File: src/mtkhd_pkg.sv
package mtkhd_pkg;

  localparam int unsigned KEY_W  = 4;
  localparam int unsigned MODS_W = 4;
  localparam int unsigned CD_W   = 10;
  localparam int unsigned POS_W  = 3;

  localparam logic [CD_W-1:0] TIMEOUT_RESET = 10'd800;

  // Layer codes carried on the modifier bits.
  localparam logic [MODS_W-1:0] LAYER_LETTER = 4'd0;
  localparam logic [MODS_W-1:0] LAYER_NAV    = 4'd1;
  localparam logic [MODS_W-1:0] LAYER_DIGIT  = 4'd2;
  localparam logic [MODS_W-1:0] LAYER_SYMBOL = 4'd8;
  localparam logic [MODS_W-1:0] LAYER_CTRL   = 4'd9;

  // Key numbers with a fixed meaning.
  localparam logic [KEY_W-1:0] KEY_NONE      = 4'd0;
  localparam logic [KEY_W-1:0] KEY_LAST_LTR  = 4'd9;
  localparam logic [KEY_W-1:0] KEY_LAST_SYM  = 4'd10;
  localparam logic [KEY_W-1:0] KEY_DEL       = 4'd10;
  localparam logic [KEY_W-1:0] KEY_BKSP_ESC  = 4'd11;
  localparam logic [KEY_W-1:0] KEY_ENTER_CAP = 4'd12;
  localparam logic [KEY_W-1:0] KEY_CUT       = 4'd2;
  localparam logic [KEY_W-1:0] KEY_NEW       = 4'd3;
  localparam logic [KEY_W-1:0] KEY_REDO      = 4'd5;
  localparam logic [KEY_W-1:0] KEY_UNDO      = 4'd6;
  localparam logic [KEY_W-1:0] KEY_COPY      = 4'd8;
  localparam logic [KEY_W-1:0] KEY_PASTE     = 4'd9;

  // HID usage codes and modifier bits.
  localparam logic [7:0] USE_BKSP   = 8'h2A;
  localparam logic [7:0] USE_DELETE = 8'h4C;
  localparam logic [7:0] USE_ENTER  = 8'h28;
  localparam logic [7:0] USE_ESC    = 8'h29;
  localparam logic [7:0] USE_X      = 8'h1B;
  localparam logic [7:0] USE_Y      = 8'h1C;
  localparam logic [7:0] USE_Z      = 8'h1D;
  localparam logic [7:0] USE_N      = 8'h11;
  localparam logic [7:0] USE_C      = 8'h06;
  localparam logic [7:0] USE_V      = 8'h19;
  localparam logic [7:0] MOD_NONE   = 8'h00;
  localparam logic [7:0] MOD_CTRL   = 8'h01;
  localparam logic [7:0] MOD_SHIFT  = 8'h02;

  typedef struct packed {
    logic [7:0] usage;
    logic [7:0] mods;
    logic       last;
  } ev_t;

  typedef struct packed {
    logic [KEY_W-1:0] prev_key;
    logic [CD_W-1:0]  cd;
    logic [POS_W-1:0] pos;
    logic [KEY_W-1:0] last_key;
    logic             caps;
  } tap_state_t;

  typedef struct packed {
    logic [1:0] n;
    ev_t        ev0;
    ev_t        ev1;
  } dec_out_t;

  // Letter layer rows; an empty slot reads as zero usage.
  function automatic logic [7:0] letter_usage(input logic [KEY_W-1:0] key,
                                              input logic [POS_W-1:0] pos);
    logic [7:0] u;
    u = 8'h00;
    case ({key, pos})
      {4'd1, 3'd0}: u = 8'h2C;
      {4'd2, 3'd0}: u = 8'h04;
      {4'd2, 3'd1}: u = 8'h05;
      {4'd2, 3'd2}: u = 8'h06;
      {4'd3, 3'd0}: u = 8'h07;
      {4'd3, 3'd1}: u = 8'h08;
      {4'd3, 3'd2}: u = 8'h09;
      {4'd4, 3'd0}: u = 8'h0A;
      {4'd4, 3'd1}: u = 8'h0B;
      {4'd4, 3'd2}: u = 8'h0C;
      {4'd5, 3'd0}: u = 8'h0D;
      {4'd5, 3'd1}: u = 8'h0E;
      {4'd5, 3'd2}: u = 8'h0F;
      {4'd6, 3'd0}: u = 8'h10;
      {4'd6, 3'd1}: u = 8'h11;
      {4'd6, 3'd2}: u = 8'h12;
      {4'd7, 3'd0}: u = 8'h13;
      {4'd7, 3'd1}: u = 8'h14;
      {4'd7, 3'd2}: u = 8'h15;
      {4'd7, 3'd3}: u = 8'h16;
      {4'd8, 3'd0}: u = 8'h17;
      {4'd8, 3'd1}: u = 8'h18;
      {4'd8, 3'd2}: u = 8'h19;
      {4'd9, 3'd0}: u = 8'h1A;
      {4'd9, 3'd1}: u = 8'h1B;
      {4'd9, 3'd2}: u = 8'h1C;
      {4'd9, 3'd3}: u = 8'h1D;
      default:      u = 8'h00;
    endcase
    return u;
  endfunction

  // Symbol layer rows: usage code and modifier byte per slot.
  function automatic ev_t symbol_entry(input logic [KEY_W-1:0] key,
                                       input logic [POS_W-1:0] pos);
    logic [7:0] u;
    logic [7:0] m;
    u = 8'h00;
    m = MOD_NONE;
    case ({key, pos})
      {4'd1,  3'd0}: begin u = 8'h37; m = MOD_NONE;  end
      {4'd1,  3'd1}: begin u = 8'h36; m = MOD_NONE;  end
      {4'd1,  3'd2}: begin u = 8'h38; m = MOD_SHIFT; end
      {4'd2,  3'd0}: begin u = 8'h38; m = MOD_NONE;  end
      {4'd2,  3'd1}: begin u = 8'h31; m = MOD_NONE;  end
      {4'd2,  3'd2}: begin u = 8'h31; m = MOD_SHIFT; end
      {4'd3,  3'd0}: begin u = 8'h2F; m = MOD_NONE;  end
      {4'd3,  3'd1}: begin u = 8'h30; m = MOD_NONE;  end
      {4'd3,  3'd2}: begin u = 8'h23; m = MOD_SHIFT; end
      {4'd4,  3'd0}: begin u = 8'h2F; m = MOD_SHIFT; end
      {4'd4,  3'd1}: begin u = 8'h30; m = MOD_SHIFT; end
      {4'd4,  3'd2}: begin u = 8'h22; m = MOD_SHIFT; end
      {4'd5,  3'd0}: begin u = 8'h27; m = MOD_SHIFT; end
      {4'd5,  3'd1}: begin u = 8'h26; m = MOD_SHIFT; end
      {4'd5,  3'd2}: begin u = 8'h23; m = MOD_SHIFT; end
      {4'd6,  3'd0}: begin u = 8'h37; m = MOD_SHIFT; end
      {4'd6,  3'd1}: begin u = 8'h36; m = MOD_SHIFT; end
      {4'd6,  3'd2}: begin u = 8'h2D; m = MOD_SHIFT; end
      {4'd7,  3'd0}: begin u = 8'h2E; m = MOD_SHIFT; end
      {4'd7,  3'd1}: begin u = 8'h2D; m = MOD_NONE;  end
      {4'd7,  3'd2}: begin u = 8'h25; m = MOD_SHIFT; end
      {4'd8,  3'd0}: begin u = 8'h34; m = MOD_NONE;  end
      {4'd8,  3'd1}: begin u = 8'h34; m = MOD_SHIFT; end
      {4'd8,  3'd2}: begin u = 8'h35; m = MOD_SHIFT; end
      {4'd9,  3'd0}: begin u = 8'h1E; m = MOD_SHIFT; end
      {4'd9,  3'd1}: begin u = 8'h1F; m = MOD_SHIFT; end
      {4'd9,  3'd2}: begin u = 8'h20; m = MOD_SHIFT; end
      {4'd10, 3'd0}: begin u = 8'h2E; m = MOD_NONE;  end
      {4'd10, 3'd1}: begin u = 8'h24; m = MOD_SHIFT; end
      default:       begin u = 8'h00; m = MOD_NONE;  end
    endcase
    return '{usage: u, mods: m, last: 1'b0};
  endfunction

  function automatic ev_t tap_entry(input logic sym, input logic [KEY_W-1:0] key,
                                    input logic [POS_W-1:0] pos);
    ev_t e;
    if (sym) begin
      e = symbol_entry(key, pos);
    end else begin
      e = '{usage: letter_usage(key, pos), mods: MOD_NONE, last: 1'b0};
    end
    return e;
  endfunction

  function automatic logic [7:0] nav_usage(input logic [KEY_W-1:0] key);
    logic [7:0] u;
    u = 8'h00;
    case (key)
      4'd1:    u = 8'h2B;
      4'd2:    u = 8'h52;
      4'd3:    u = 8'h4B;
      4'd4:    u = 8'h50;
      4'd5:    u = 8'h51;
      4'd6:    u = 8'h4F;
      4'd7:    u = 8'h4A;
      4'd8:    u = 8'h4D;
      4'd9:    u = 8'h4E;
      4'd10:   u = 8'h44;
      default: u = 8'h00;
    endcase
    return u;
  endfunction

  // Digit layer: keys 1 to 9 give digits 1 to 9, key 10 gives digit 0.
  function automatic logic [7:0] digit_usage(input logic [KEY_W-1:0] key);
    return 8'(8'h1D + {4'd0, key});
  endfunction

endpackage

File: src/mtkhd_out_if.sv
interface mtkhd_out_if;
  logic       valid;
  logic       ready;
  logic [7:0] hid_usage;
  logic [7:0] hid_modifiers;
  logic       last_event;

  modport source (output valid, output hid_usage, output hid_modifiers, output last_event,
                  input ready);
  modport sink   (input valid, input hid_usage, input hid_modifiers, input last_event,
                  output ready);
endinterface

File: src/mtkhd_evq.sv
module mtkhd_evq import mtkhd_pkg::*; #(
  parameter int unsigned DEPTH = 4
) (
  input  logic        clk,
  input  logic        rst_n,
  input  logic [1:0]  push_n,
  input  ev_t         push_ev0,
  input  ev_t         push_ev1,
  output logic        room,
  mtkhd_out_if.source out_ch
);

  localparam int unsigned PW = (DEPTH > 1) ? $clog2(DEPTH) : 1;
  localparam int unsigned CW = $clog2(DEPTH + 1);

  ev_t           mem_r [DEPTH];
  logic [PW-1:0] wr_ptr_r, wr_ptr_nxt;
  logic [PW-1:0] rd_ptr_r, rd_ptr_nxt;
  logic [CW-1:0] cnt_r, cnt_nxt;
  logic [PW-1:0] wr_ptr_1;
  logic          pop;

  function automatic logic [PW-1:0] ptr_inc(input logic [PW-1:0] p);
    return (p == PW'(DEPTH - 1)) ? '0 : PW'(p + 1'b1);
  endfunction

  assign pop      = out_ch.valid && out_ch.ready;
  assign wr_ptr_1 = ptr_inc(wr_ptr_r);
  assign room     = (cnt_r <= CW'(DEPTH - 2));

  assign out_ch.valid         = (cnt_r != '0);
  assign out_ch.hid_usage     = mem_r[rd_ptr_r].usage;
  assign out_ch.hid_modifiers = mem_r[rd_ptr_r].mods;
  assign out_ch.last_event    = mem_r[rd_ptr_r].last;

  always_comb begin
    wr_ptr_nxt = wr_ptr_r;
    if (push_n == 2'd1) begin
      wr_ptr_nxt = wr_ptr_1;
    end else if (push_n == 2'd2) begin
      wr_ptr_nxt = ptr_inc(wr_ptr_1);
    end
    rd_ptr_nxt = pop ? ptr_inc(rd_ptr_r) : rd_ptr_r;
    cnt_nxt    = CW'(cnt_r + CW'(push_n) - CW'(pop));
  end

  always_ff @(posedge clk) begin
    if (!rst_n) begin
      wr_ptr_r <= '0;
      rd_ptr_r <= '0;
      cnt_r    <= '0;
    end else begin
      wr_ptr_r <= wr_ptr_nxt;
      rd_ptr_r <= rd_ptr_nxt;
      cnt_r    <= cnt_nxt;
    end
  end

  always_ff @(posedge clk) begin
    if (push_n != 2'd0) begin
      mem_r[wr_ptr_r] <= push_ev0;
    end
    if (push_n == 2'd2) begin
      mem_r[wr_ptr_1] <= push_ev1;
    end
  end

  a_cnt_bound: assert property (@(posedge clk) disable iff (!rst_n)
    cnt_r <= CW'(DEPTH))
    else $error("event queue count above depth");

  a_no_overflow: assert property (@(posedge clk) disable iff (!rst_n)
    (push_n != 2'd0) |-> room)
    else $error("event pushed without room for a full tick");

endmodule

File: src/flat_wrapper.sv
// flat-port wrapper written by rule: the top's interface ports become plain ports
module mtkhd_evq_flat import mtkhd_pkg::*;
#(
  parameter int unsigned DEPTH = 4
)
  (clk, rst_n, push_n, push_ev0, push_ev1, room, out_ch_valid, out_ch_hid_usage, out_ch_hid_modifiers, out_ch_last_event, out_ch_ready);
  mtkhd_out_if out_ch_i ();
  input  logic clk;
  input  logic rst_n;
  input  logic [1:0] push_n;
  input  ev_t push_ev0;
  input  ev_t push_ev1;
  output logic room;
  output wire logic [$bits(out_ch_i.valid)-1:0] out_ch_valid;
  output wire logic [$bits(out_ch_i.hid_usage)-1:0] out_ch_hid_usage;
  output wire logic [$bits(out_ch_i.hid_modifiers)-1:0] out_ch_hid_modifiers;
  output wire logic [$bits(out_ch_i.last_event)-1:0] out_ch_last_event;
  input wire logic [$bits(out_ch_i.ready)-1:0] out_ch_ready;
  assign out_ch_valid = out_ch_i.valid;
  assign out_ch_hid_usage = out_ch_i.hid_usage;
  assign out_ch_hid_modifiers = out_ch_i.hid_modifiers;
  assign out_ch_last_event = out_ch_i.last_event;
  assign out_ch_i.ready = out_ch_ready;
  mtkhd_evq #(.DEPTH(DEPTH)) u_core (.clk(clk), .rst_n(rst_n), .push_n(push_n), .push_ev0(push_ev0), .push_ev1(push_ev1), .room(room), .out_ch(out_ch_i));
endmodule
File: config.mk
export PLATFORM = sky130hd
export DESIGN_NAME = mtkhd_evq_flat
export DESIGN_NICKNAME = d
export VERILOG_FILES = /design/src/mtkhd_pkg.sv /design/src/mtkhd_out_if.sv /design/src/mtkhd_evq.sv /design/src/flat_wrapper.sv
export SDC_FILE = /design/constraint.sdc
export NUM_CORES = 1
export LEC_CHECK = 0
export ABC_AREA = 1
export ABC_CLOCK_PERIOD_IN_PS = 2800
export CAP_MARGIN = 20
export CORE_ASPECT_RATIO = 0.5
export CORE_UTILIZATION = 45
export DETAILED_ROUTE_END_ITERATION = 7
export DONT_BUFFER_PORTS = 1
export PLACE_DENSITY_LB_ADDON = 0.05
export SYNTH_ARGS = -nofsm -noshare
export SYNTH_HDL_FRONTEND = slang
export SYNTH_SLANG_ARGS = --single-unit
export TNS_END_PERCENT = 50
File: constraint.sdc
create_clock -name clk -period 2.8 [get_ports clk]
set_input_delay 0.14 -clock clk [delete_from_list [all_inputs] [get_ports clk]]
set_output_delay 0.14 -clock clk [all_outputs]
set_load 0.01 [all_outputs]
# After elaboration in Yosys (flattened, before gate mapping)
# Memories as Yosys holds them, arrays and structs flattened. A register that Yosys moved wholly into a read port is not among the register bits.
# Index checks and enable logic that the tools add are counted.
# word_totals
in_bits,39
output_inout_bits,19
mem_bits_rw,68
wordCells,30
regBits,7
memories,1
# classes
add_sub_neg,5
eq_ne,5
n_reduce_logical,4
muxes,11
magnitude_cmp,1
# mem_list
memory,depth,word_bits,read_ports,rd_ports_with_merged_regs,wr,line,text
u_core.mem_r,4,17,1,1,2,mtkhd_evq.sv:16,ev_t mem_r [DEPTH];
# op_table
op,n
2-bit two-way mux,7
"2-bit == test, second input constant",4
"2-bit by 1-bit adder with 2-bit output, second input constant",3
1-bit two-way mux,4
2-bit nonzero test,2
3-bit by 2-bit adder with 3-bit output,1
"3-bit by 2-bit less-or-equal comparator with 1-bit output, second input constant",1
3-bit nonzero test,1
3-bit by 1-bit subtractor with 3-bit output,1
"2-bit by 1-bit == test with 1-bit output, second input constant",1
1-bit logical AND,1

# Depth between registers and ports, before layout
# logic_depth
depth_word,6
ltp_mapped,9
ltp_nobuf,9

# Worst setup path before layout
# Ideal clock, no wire load.
# synth_timing
path_type,reg2reg
from,reg u_core.wr_ptr_r[0]
to,mem u_core.mem_r[2][0] (netlist name) (enable)
setup_slack_ns,0.472
arrival_time_ns,1.913
setup_time_ns,0.415
synth_period_minus_slack_ns,2.328
path_stages_with_launch,5
path_buffers,0
required_ns,2.385
cell_sequence,dfxtp_1 > inv_1 > ha_1 > inv_1 > o21ai_0
# synth_rtl
element,line,text
from (decl),mtkhd_evq.sv:17,"logic [PW-1:0] wr_ptr_r, wr_ptr_nxt;"
from (signal assigned),mtkhd_evq.sv:53,wr_ptr_r <= wr_ptr_nxt;
to (decl),mtkhd_evq.sv:16,

==> impl_metrics.env <==
export IMPL_ys_ff_latch=77
export IMPL_path_max_fanout=18
export IMPL_clock_power_share_pct=35.6
export IMPL_synth_top_area_share_pct=50.9
export IMPL_maxSlewHeadroom_pct=50.0
export IMPL_clk_pin_slew_worst_paths_ns=0.06
export IMPL_wire_per_inst_um=16.2
export IMPL_grt_pass1_wl_mm=14.1
export IMPL_num_vias=2890
export IMPL_p_per_area_nw_per_um2=807
export IMPL_worst_path_stages=3
export IMPL_final_core_util_pct=55.2
export IMPL_core_sq_um=8320
export IMPL_crit_arrival_ns=1.80
export IMPL_crit_type="register to output port"
export IMPL_synth_cells=416
export IMPL_hold_viol_final=0
export IMPL_required_ns=2.66
export IMPL_htreeDepth=3
export IMPL_reg2reg_depth=8
export IMPL_grt_max_degree=35
export IMPL_setup_tns_final_ns=0
export IMPL_r2r_start="u_core.cnt_r[2]"
export IMPL_drt_pass1_iter_count=4
export IMPL_finalWirelength_mm=8.92
export IMPL_synthesis_area_sq_um=4010
export IMPL_setup_viol_count_final=0
export IMPL_synth_cell_types=21
export IMPL_clk_latency_ns=0.33
export IMPL_drv_slew=0
export IMPL_p_seq_share_pct=40.8
export IMPL_track_usage_pct=20.7
export IMPL_status="finished, final reports clean"
export IMPL_yosysTopAreaCell="edfxtp_1"
export IMPL_cp_slowest_cell="dfxtp_1"
export IMPL_grt_pass1_vias=2914
export IMPL_maxCapViolCount=0
export IMPL_root_buffer="clkbuf_16"
export IMPL_seq_area_frac_synth_pct=55.4
export IMPL_start_kind="register"
export IMPL_drive_above_1_share_pct=12.5
export IMPL_cp_top_family="flip-flops"
export IMPL_power_switching_mw=1.13
export IMPL_dpl_worst_slack_ns=1.04
export IMPL_fill_cells=741
export IMPL_synth_warnings=0
export IMPL_rsz0062_at_grt="false"
export IMPL_die_area_sq_um=9320
export IMPL_skew_ns=0.00501
export IMPL_drt_vias_per_instance=5.24
export IMPL_post_route_period_util_pct=69.4
export IMPL_comb_power_share_pct=23.6
export IMPL_drc=0
export IMPL_timing_critical_path_buf_inv=1
export IMPL_finalPower_mw=3.70
export IMPL_fp_row_count=23
export IMPL_post_cts_resize_count=0
export IMPL_min_period_ns=1.94
export IMPL_worst_pin_slew_ns=0.749
export IMPL_p_int_mw=2.57
export IMPL_worstHoldPathCells=2
export IMPL_ir_worst_vdd_mv=0.384
export IMPL_grt_overflow_total=0
export IMPL_gp_congestion=0.762
export IMPL_io_buffers=0
export IMPL_dp_hpwl_mm=5.80
export IMPL_start_util_pct=48.2
export IMPL_min_from="push_ev0[5]"
export IMPL_antenna_cells=0
export IMPL_drt_iter0_drc=232
export IMPL_syn_avg_cell_area_sq_um=9.64
export IMPL_crit_path_cell_trace="inv_2 > o21ai_0 > o22ai_1"
export IMPL_antenna_found_initial=0
export IMPL_fmax_ghz=0.514
export IMPL_synth_top_cells_by_area="edfxtp_1, nand2_1, o21ai_1, o21ai_0, dfxtp_1"
export IMPL_route_antenna_remaining_nets=0
export IMPL_critical_path_max_stage_delay_ns=0.80
export IMPL_chipWidth_um=136
export IMPL_synth_nets=469
export IMPL_cts_max_path_buffers=2
export IMPL_final_setup_worst_slack_ns=0.856
export IMPL_chipHeight_um=68.8
export IMPL_cellLeakagePower_nw=1.90
export IMPL_end_kind="output port"
export IMPL_boundaryPins=58
export IMPL_cts_tree="yes"
export IMPL_nets=488
export IMPL_clock_sinks=77
export IMPL_syn2layout_area_growth_pct=14.4
export IMPL_hold_class="input pin to register"
export IMPL_numCtsBuffers=9
export IMPL_p_sw_share_pct=30.6
-- metal layers --
layer | global-route usage (%) | share of wire [%] | routed length [um] | vias up
met1 | 25.1 | 45 | 4000 | 1348
met3 | 6.94 | 6.6 | 584 | 2
met4 | 4.78 | 0.11 | 10 | 0
met2 | 36.5 | 48 | 4320 | 69
met5 | 0 | 0 | 0 | -
li1 | - | - | - | 1471
-- cell usage after synthesis --
cell	instances
o21ai_0	39
ha_1	13
a21oi_1	3
o21ai_2	20
inv_1	41
dfxtp_1	9
buf_4	6
nor2_1	42
edfxtp_1	68
o22ai_1	17
nand3_1	5
nand2_1	81
fa_1	1
inv_2	1
a21boi_1	1
nand2_2	4
o21ai_1	48
inv_4	1
buf_6	10
xor2_1	1
buf_2	5
-- cells by family after synthesis --
kind of cell             count (synthesis)  synth area share [%]
AND/OR/NAND/NOR                        132                  12.8
AO/OA/AOI/OAI                          128                  18.4
flip-flops                              77                  55.4
buffers and inverters                   64                  8.64
adder cells (fa/ha/maj)                 14                  4.55
XOR/XNOR                                 1                 0.218
-- cell type report --
class	instances	area (sq um)	share of cell area, %
Inverter	43	164	3.57
Multi-Input combinational cell	275	1460	31.8
Tap cell	112	140	3.05
Sequential cell	77	2220	48.4
Clock buffer	10	229	4.99
Timing Repair Buffer	29	265	5.78
Clock inverter	6	111	2.43
-- stage by stage --
| stage | area (sq um) | hold WS (ns) | std cells |
|---|---|---|---|
| floorplan | 4010 | 0.233 | 416 |
| global placement | 4060 | 0.236 | 517 |
| detailed placement | 4060 | 0.250 | 517 |
| CTS | 4580 | 0.0000716 | 551 |
| global route | 4590 | 0.00199 | 552 |
| finish | 4590 | 0.0102 | 552 |
-- sequential cells by signal, indices dropped and copies added (netlist names), named ones only --
register	cells
u_core.rd_ptr_r	2
u_core.mem_r	68
u_core.cnt_r	3
u_core.wr_ptr_r	2
-- path summary, 6_finish.rpt --
path	end	slack (ns)
worst max-delay path	out_ch_hid_modifiers[5]	0.86
worst min-delay path	u_core.mem_r[3][5]	0.01
worst max register to register	u_core.cnt_r[2]	1.03
worst min register to register	u_core.rd_ptr_r[1]	0.53
-- power by group through the flow --
stage,clock network [mW],registers (mW),logic [mW]
floorplan,0,1.49,0.704
global placement,0,1.53,0.825
detailed placement,0,1.54,0.852
CTS,1.34,1.51,0.879
global route,1.38,1.53,0.994
finish,1.32,1.51,0.872
-- placed cells by master, fill, tap and decap left out, drive strengths merged --
master and count:
a21oi 3, a21boi 1, clkbuf 10, o21ai 107, dlygate4sd3 19, dfxtp 9
buf 10, clkinvlp 1, nor2 42, xor2 1, o22ai 17, clkinv 2
edfxtp 68, bufinv 3, ha 13, inv 43, nand2 85, fa 1
nand3 5
-- worst register-to-register path: cells and delay by family, from the launching register on --
family	cells	cell delay, ns
flops	1	0.33
buf+inv	1	0.04
simple gates	3	0.33
compound gates	1	0.12
fa+ha+maj	3	0.85
-- timing repair --
action / in CTS / in global routing
hold endpoints to repair: 33 / 1
setup buffers: 0 / 0
hold buffers: 18 / 1
Power figures use the tool's default switching activity.
